===== src/hdl/rsw_pkg.sv =====
`default_nettype none
// ----------------------------------------------------------------------------
// rsw_pkg
// Shared types and constants of the rotating, shifting, row-wrapping
// Hermite spline resampler.
// ----------------------------------------------------------------------------
package rsw_pkg;

	localparam int IMG_ROWS_DEF     = 256;
	localparam int IMG_COLS_DEF     = 256;
	localparam int SAMPLE_WIDTH_DEF = 32;

	localparam int STORE_DEPTH = 65536;
	localparam int STORE_AW    = 16;

	localparam int CFG_IW = 3;
	localparam int CFG_DW = 28;

	localparam logic [CFG_IW-1:0] CFG_ROT_SIN  = 3'd0;
	localparam logic [CFG_IW-1:0] CFG_ROT_COS  = 3'd1;
	localparam logic [CFG_IW-1:0] CFG_SHIFT_X  = 3'd2;
	localparam logic [CFG_IW-1:0] CFG_SHIFT_Y  = 3'd3;
	localparam logic [CFG_IW-1:0] CFG_WRAP_ROW = 3'd4;
	localparam logic [CFG_IW-1:0] CFG_OUT_ROWS = 3'd5;
	localparam logic [CFG_IW-1:0] CFG_OUT_COLS = 3'd6;

	// reads per output pixel: four columns, two rows
	localparam int RD_CNT = 8;
	localparam int FDEPTH = 4;

	typedef enum logic [1:0] {
		CMD_IMG = 2'd0,
		CMD_GRD = 2'd1,
		CMD_PIX = 2'd2,
		CMD_NOP = 2'd3
	} cmd_t;

	typedef struct packed {
		logic signed [20:0] rot_sin;
		logic signed [20:0] rot_cos;
		logic signed [27:0] shift_x;
		logic signed [27:0] shift_y;
		logic [8:0]         wrap_row;
		logic [10:0]        out_rows;
		logic [10:0]        out_cols;
	} cfg_t;

	typedef struct packed {
		cmd_t               cmd;
		logic [15:0]        addr;
		logic signed [31:0] accum;
	} pay_t;

	typedef struct packed {
		cmd_t               cmd;
		logic [15:0]        addr;
		logic signed [31:0] accum;
		logic               ok;
		logic               v0;
		logic               v3;
		logic [15:0]        xm;
		logic [15:0]        ym;
		logic [15:0]        base1;
		logic [15:0]        base2;
	} item_t;

	typedef struct packed {
		logic signed [31:0] accum;
		logic               ok;
		logic               v0;
		logic               v3;
		logic [15:0]        xm;
	} side_t;

endpackage
`default_nettype wire


===== src/hdl/rsw_coord.sv =====
`default_nettype none
// ----------------------------------------------------------------------------
// rsw_coord
// Elastic five-stage front end: sample saturation, coordinate rotation,
// shift and row wrap, range checks and store base addresses.
// ----------------------------------------------------------------------------
module rsw_coord #(
	parameter int IMG_ROWS     = 256,
	parameter int IMG_COLS     = 256,
	parameter int SAMPLE_WIDTH = 32
) (
	input  wire logic                 clk,
	input  wire logic                 arst_n,
	input  wire rsw_pkg::cfg_t        cfg,
	input  wire logic                 in_valid,
	output logic                      in_stall,
	input  wire logic [1:0]           cmd,
	input  wire logic [15:0]          sample_addr,
	input  wire logic signed [31:0]   sample_value,
	input  wire logic [9:0]           pixel_row,
	input  wire logic [9:0]           pixel_col,
	input  wire logic signed [31:0]   accum_in,
	output logic                      out_valid,
	output rsw_pkg::item_t            out_item,
	output logic [SAMPLE_WIDTH-1:0]   out_wdata,
	input  wire logic                 take
);
	import rsw_pkg::*;

	localparam int XW = 38;
	localparam int CW = XW - 16;
	localparam int RB = (IMG_ROWS > 1) ? $clog2(IMG_ROWS) : 1;
	localparam logic signed [XW-1:0] XOFF = XW'(IMG_COLS * 32768 - 32768);
	localparam logic signed [XW-1:0] YOFF = XW'(IMG_ROWS * 32768 - 32768);

	logic rdy1, rdy2, rdy3, rdy4, rdy5;
	logic v_s1, v_s2, v_s3, v_s4, v_s5;

	pay_t pay_s1, pay_s2, pay_s3, pay_s4, pay_s5;
	logic [SAMPLE_WIDTH-1:0] wd_c, wd_s1, wd_s2, wd_s3, wd_s4, wd_s5;

	logic signed [12:0] nx_c, ny_c, nx_s1, ny_s1;
	logic signed [33:0] pcx_s2, psy_s2, pcy_s2, psx_s2;
	logic signed [34:0] xsum_c, ysum_c, xh_c, yh_c;
	logic signed [XW-1:0] xs_c, ys_c, xs_s3, ys_s3, xsh_c, ysh_c;
	logic signed [CW-1:0] x1_c, r1_c, r1w_c, x1m_c;
	logic ok_c, v0_c, v3_c;
	logic ok_s4, v0_s4, v3_s4, ok_s5, v0_s5, v3_s5;
	logic [15:0] xm_s4, ym_s4, x1m_s4, xm_s5, ym_s5;
	logic [RB-1:0] r1_s4, r2_s4;
	logic [31:0] b1_c, b2_c;
	logic [15:0] base1_s5, base2_s5;

	generate
		if (SAMPLE_WIDTH < 32) begin : g_sat
			localparam int SMAX = (1 << (SAMPLE_WIDTH - 1)) - 1;
			localparam int SMIN = -(1 << (SAMPLE_WIDTH - 1));
			always_comb begin
				if (sample_value > SMAX) begin
					wd_c = SAMPLE_WIDTH'(SMAX);
				end else if (sample_value < SMIN) begin
					wd_c = SAMPLE_WIDTH'(SMIN);
				end else begin
					wd_c = SAMPLE_WIDTH'(sample_value);
				end
			end
		end else begin : g_ext
			assign wd_c = SAMPLE_WIDTH'(sample_value);
		end
	endgenerate

	assign rdy5 = !v_s5 || take;
	assign rdy4 = !v_s4 || rdy5;
	assign rdy3 = !v_s3 || rdy4;
	assign rdy2 = !v_s2 || rdy3;
	assign rdy1 = !v_s1 || rdy2;
	assign in_stall = !rdy1;

	assign nx_c = $signed({2'b00, pixel_col, 1'b1}) - $signed({2'b00, cfg.out_cols});
	assign ny_c = $signed({2'b00, pixel_row, 1'b1}) - $signed({2'b00, cfg.out_rows});

	assign xsum_c = 35'(pcx_s2) + 35'(psy_s2);
	assign ysum_c = 35'(pcy_s2) - 35'(psx_s2);
	assign xh_c   = xsum_c >>> 1;
	assign yh_c   = ysum_c >>> 1;
	assign xs_c   = XW'(xh_c) + XOFF - XW'(cfg.shift_x);
	assign ys_c   = XW'(yh_c) + YOFF - XW'(cfg.shift_y)
	                + $signed(XW'({cfg.wrap_row, 16'd0}));

	assign xsh_c = xs_s3 >>> 16;
	assign ysh_c = ys_s3 >>> 16;
	assign x1_c  = xsh_c[CW-1:0];
	assign r1_c  = ysh_c[CW-1:0];
	assign r1w_c = (r1_c >= IMG_ROWS) ? r1_c - CW'(IMG_ROWS) : r1_c;
	assign x1m_c = x1_c - CW'(1);
	assign ok_c  = (r1w_c >= 0) && (r1w_c < IMG_ROWS) && (x1_c >= 0) &&
	               (x1_c + 1 < IMG_COLS);
	assign v0_c  = (x1_c != 0);
	assign v3_c  = (x1_c + 2 < IMG_COLS);

	assign b1_c = 32'(r1_s4) * 32'(IMG_COLS) + 32'(x1m_s4);
	assign b2_c = 32'(r2_s4) * 32'(IMG_COLS) + 32'(x1m_s4);

	always_ff @(posedge clk or negedge arst_n) begin
		if (!arst_n) begin
			v_s1 <= 1'b0;
			v_s2 <= 1'b0;
			v_s3 <= 1'b0;
			v_s4 <= 1'b0;
			v_s5 <= 1'b0;
		end else begin
			if (rdy1) v_s1 <= in_valid;
			if (rdy2) v_s2 <= v_s1;
			if (rdy3) v_s3 <= v_s2;
			if (rdy4) v_s4 <= v_s3;
			if (rdy5) v_s5 <= v_s4;
		end
	end

	always_ff @(posedge clk) begin
		if (rdy1 && in_valid) begin
			pay_s1 <= '{cmd: cmd_t'(cmd), addr: sample_addr, accum: accum_in};
			wd_s1  <= wd_c;
			nx_s1  <= nx_c;
			ny_s1  <= ny_c;
		end
		if (rdy2 && v_s1) begin
			pay_s2 <= pay_s1;
			wd_s2  <= wd_s1;
			pcx_s2 <= cfg.rot_cos * nx_s1;
			psy_s2 <= cfg.rot_sin * ny_s1;
			pcy_s2 <= cfg.rot_cos * ny_s1;
			psx_s2 <= cfg.rot_sin * nx_s1;
		end
		if (rdy3 && v_s2) begin
			pay_s3 <= pay_s2;
			wd_s3  <= wd_s2;
			xs_s3  <= xs_c;
			ys_s3  <= ys_c;
		end
		if (rdy4 && v_s3) begin
			pay_s4 <= pay_s3;
			wd_s4  <= wd_s3;
			ok_s4  <= ok_c;
			v0_s4  <= v0_c;
			v3_s4  <= v3_c;
			xm_s4  <= xs_s3[15:0];
			ym_s4  <= ys_s3[15:0];
			x1m_s4 <= x1m_c[15:0];
			r1_s4  <= r1w_c[RB-1:0];
			r2_s4  <= (r1w_c == IMG_ROWS - 1) ? '0 : RB'(r1w_c + CW'(1));
		end
		if (rdy5 && v_s4) begin
			pay_s5   <= pay_s4;
			wd_s5    <= wd_s4;
			ok_s5    <= ok_s4;
			v0_s5    <= v0_s4;
			v3_s5    <= v3_s4;
			xm_s5    <= xm_s4;
			ym_s5    <= ym_s4;
			base1_s5 <= b1_c[15:0];
			base2_s5 <= b2_c[15:0];
		end
	end

	assign out_valid = v_s5;
	assign out_wdata = wd_s5;
	assign out_item  = '{cmd: pay_s5.cmd, addr: pay_s5.addr, accum: pay_s5.accum,
	                     ok: ok_s5, v0: v0_s5, v3: v3_s5, xm: xm_s5, ym: ym_s5,
	                     base1: base1_s5, base2: base2_s5};
endmodule
`default_nettype wire


===== config.mk =====
export PLATFORM = sky130hd
export DESIGN_NAME = rsw_coord
export DESIGN_NICKNAME = d
export VERILOG_FILES = /design/src/hdl/rsw_pkg.sv /design/src/hdl/rsw_coord.sv
export SDC_FILE = /design/constraint.sdc
export NUM_CORES = 2
export LEC_CHECK = 0
export BUFFER_PORTS_ARGS = -buffer_cell sky130_fd_sc_hd__buf_2
export CAP_MARGIN = 20
export CORE_MARGIN = 5
export CORE_UTILIZATION = 50
export DETAILED_ROUTE_END_ITERATION = 8
export GPL_TIMING_DRIVEN = 0
export PLACE_DENSITY = 0.76
export SLEW_MARGIN = 20
export SYNTH_ARGS = -nofsm -noshare
export SYNTH_HDL_FRONTEND = slang
export SYNTH_SLANG_ARGS = --single-unit

===== constraint.sdc =====
create_clock -name clk -period 8.2 [get_ports clk]
set_input_delay 0.41 -clock clk [delete_from_list [all_inputs] [get_ports clk]]
set_output_delay 0.41 -clock clk [all_outputs]
set_load 0.05 [all_outputs]

==> impl_metrics.tcl <==
set metrics [dict create \
    status "complete, no violations" \
    detailedPlacementHpwl_um 155000 \
    num-nets-final 8663 \
    maxCapViolCount 0 \
    skew_ns 0.0270 \
    startpoint "nx_s1[4]$_DFFE_PP_" \
    clk_pin_slew_worst_paths_ns 0.07 \
    crit_path_max_fanout 10 \
    fin_crit_ns 7.99 \
    yosysWarnings 0 \
    grt-ovfl-total 0 \
    grt_pass1_vias 49600 \
    ys_seq_area_frac 0.336 \
    cts_sinks 770 \
    io_pins 386 \
    viasPerCell 5.47 \
    die_height_um 381 \
    synth.avg_cell_area_um2 10.8 \
    clkLatencyLatePin_ns 0.67 \
    drive_gt1_frac 0.0842 \
    slew_viol_final 0 \
    reg2reg_from "nx_s1[4]$_DFFE_PP_" \
    grt_max_degree 60 \
    ys_types 79 \
    critPathLaunchType "flip-flop" \
    synthCells 6379 \
    fmax_mhz 125 \
    synth_edf_count 765 \
    fin_util 0.563 \
    cts_tree "built" \
    routed_wl_um 195000 \
    rsz0062_at_grt "no" \
    clockBufferDepth 3 \
    dr_total_vias 48300 \
    layout_commonest_cell "inv_1" \
    fin_cells 8836 \
    core-area_mm2 0.137 \
    ys_ff_latch 770 \
    rows 136 \
    most-common-layout-cells "inv_1, fa_1, nand2_1" \
    synthesis.nets 8086 \
    reg2reg_to "psx_s2[31]$_DFFE_PP_" \
    hold_viol_final 0 \
    slew_headroom 0.155 \
    htree_levels 3 \
    clockRootBuffer "clkbuf_16" \
    critPathCaptureType "flip-flop" \
    antenna_found_initial 27 \
    start_util 0.501 \
    drt-initial-drc-count 4116 \
    die_area_mm2 0.145 \
    drtPass1Iterations 9 \
    drc 0 \
    grt_pass1_wl_um 295000 \
    critPathArrivalTime_ns 8.40 \
    hold_path.class "in -> async" \
    r2r_slack_ns 0.21 \
    die_w_um 381 \
    ant_nets 0 \
    place.port_buffers 385 \
    gp_congestion 1.02 \
    tightest_slew_ns 1.27 \
    reg2reg_depth 20 \
    cts_resized 0 \
    worstSetupPathType "reg -> reg" \
    synth_ff_type "edfxtp_1" \
    syn_area_mm2 0.0688 \
    setup_viol 0 \
    area_growth_pct 12.3 \
    cts_buffers 81 \
    grt_util_all_layers 0.270 \
    async_flop_share 0.00649 \
    critPathCapture "psx_s2[31]$_DFFE_PP_" \
    dp_cells 8578 \
    fin_crit_sh 0.974 \
    critical_path_required_ns 8.61 \
    wl_per_cell_um 22.0 \
]
worst min-delay path by stage:
stage	endpoint	cells after the start
after floorplan	out_valid$_DFFE_PN0P_	0
after CTS	v_s3$_DFFE_PN0P_	2
after global routing	v_s3$_DFFE_PN0P_	2
after detailed placement	v_s2$_DFFE_PN0P_	1
after global placement	v_s1$_DFFE_PN0N_	1
final	v_s2$_DFFE_PN0P_	2
flip-flops by register name (all words and copies together) (netlist names), 33 cells and up:
name,flops
out_item,50
ys_s3,37
psy_s2,33
pay_s4,50
pcy_s2,33
pay_s3,50
psx_s2,33
pay_s1,50
pcx_s2,33
pay_s2,50
xs_s3,36
Yosys cell counts, drive strengths merged, types with 7 or more instances:
| library cell | count | area (um^2) |
|---|---|---|
| inv | 1341 | 5030 |
| fa | 930 | 18600 |
| nand2 | 805 | 3020 |
| edfxtp | 765 | 23000 |
| ha | 542 | 6780 |
| and2 | 262 | 1640 |
| nor2 | 214 | 803 |
| a21oi | 210 | 1050 |
| clkbuf | 205 | 769 |
| xnor2 | 203 | 1780 |
| o21ai | 147 | 739 |
| a21o | 105 | 788 |
| xor2 | 67 | 587 |
| nand2b | 54 | 338 |
| nor3 | 52 | 260 |
| nand3 | 51 | 255 |
| o21a | 42 | 315 |
| o21bai | 41 | 308 |
| nor2b | 38 | 245 |
| a31oi | 26 | 178 |
| a21boi | 21 | 158 |
| nand4 | 21 | 131 |
| a211oi | 20 | 150 |
| and3 | 18 | 113 |
| buf | 14 | 93.8 |
| a2111oi | 12 | 111 |
| o211ai | 12 | 90.1 |
| or3 | 12 | 75.1 |
| o31ai | 11 | 82.6 |
| a41oi | 10 | 87.6 |
| or2 | 9 | 56.3 |
| nor3b | 8 | 60.1 |
| nor4 | 8 | 50.1 |
| a311o | 7 | 70.1 |
| o2111ai | 7 | 61.3 |
critical path, cell delays in order (launching register included):
cell and delay (ns):
edfxtp_1 0.52, clkbuf_1 0.47, clkbuf_1 0.97, nand2_1 0.19, fa_1 0.55, fa_1 0.52, inv_1 0.06, fa_1 0.49
fa_1 0.50, inv_1 0.05, fa_1 0.47, inv_1 0.04, ha_1 0.34, a2111o_1 0.46, or4_4 0.46, a31oi_4 0.28
o21ai_2 0.11, or4b_1 0.53, a31o_1 0.30, a311oi_2 0.27, xnor2_1 0.13
cell families after synthesis:
kind of cell / Yosys count / share of synthesized area
adders and majority gates: 1472 / 0.369
xor gates and xnor gates: 270 / 0.0344
buffers and inverters: 1561 / 0.0858
AOI/OAI and AO/OA: 726 / 0.0683
and+or+nand+nor: 1575 / 0.105
DFF: 770 / 0.336
muxes: 5 / 0.000746
stage by stage:
| stage | TNS (ns) | area (um^2) | setup WS (ns) | hold slack, ns |
|---|---|---|---|---|
| detailed placement | 0 | 73400 | 0.471 | 0.238 |
| global placement | -350.11 | 72900 | -2.02 | 0.228 |
| CTS | 0 | 77100 | 0.444 | 0.0474 |
| floorplan | 0 | 68800 | 0.502 | 0.114 |
| finish | 0 | 77200 | 0.212 | 0.101 |
| global route | 0 | 77200 | 0.133 | 0.0720 |
routing by layer:
layer / vias to the layer above / global-route usage / part of all wire
met3: 523 / 0.0764 / 0.10
met1: 24000 / 0.346 / 0.39
met2: 2284 / 0.427 / 0.45
met5: - / 0.00728 / 0.00097
met4: 14 / 0.125 / 0.055
li1: 21500 / - / -
repair_timing:
| action | 4_1_cts | 5_1_grt |
|---|---|---|
| endpoints found under the setup margin | 0 | 2 |
| hold buffers | 86 | 0 |
| hold endpoints to repair | 90 | 0 |
| setup buffers | 0 | 2 |
cell type report:
| type | count | area [um^2] |
|---|---|---|
| fill | 11600 | 59900 |
| multi-input combinational | 4048 | 39800 |
| sequential | 770 | 23100 |
| inverter | 1342 | 5040 |
| timing repair buffer | 494 | 3300 |
| tap | 1794 | 2240 |
| clock buffer | 94 | 2120 |
| buffer | 219 | 881 |
| clock inverter | 56 | 707 |
| antenna | 19 | 47.5 |
Power is left out: the tool's default activity adds up to more than one toggle a clock period on the data nets, which glitch-free logic cannot reach.
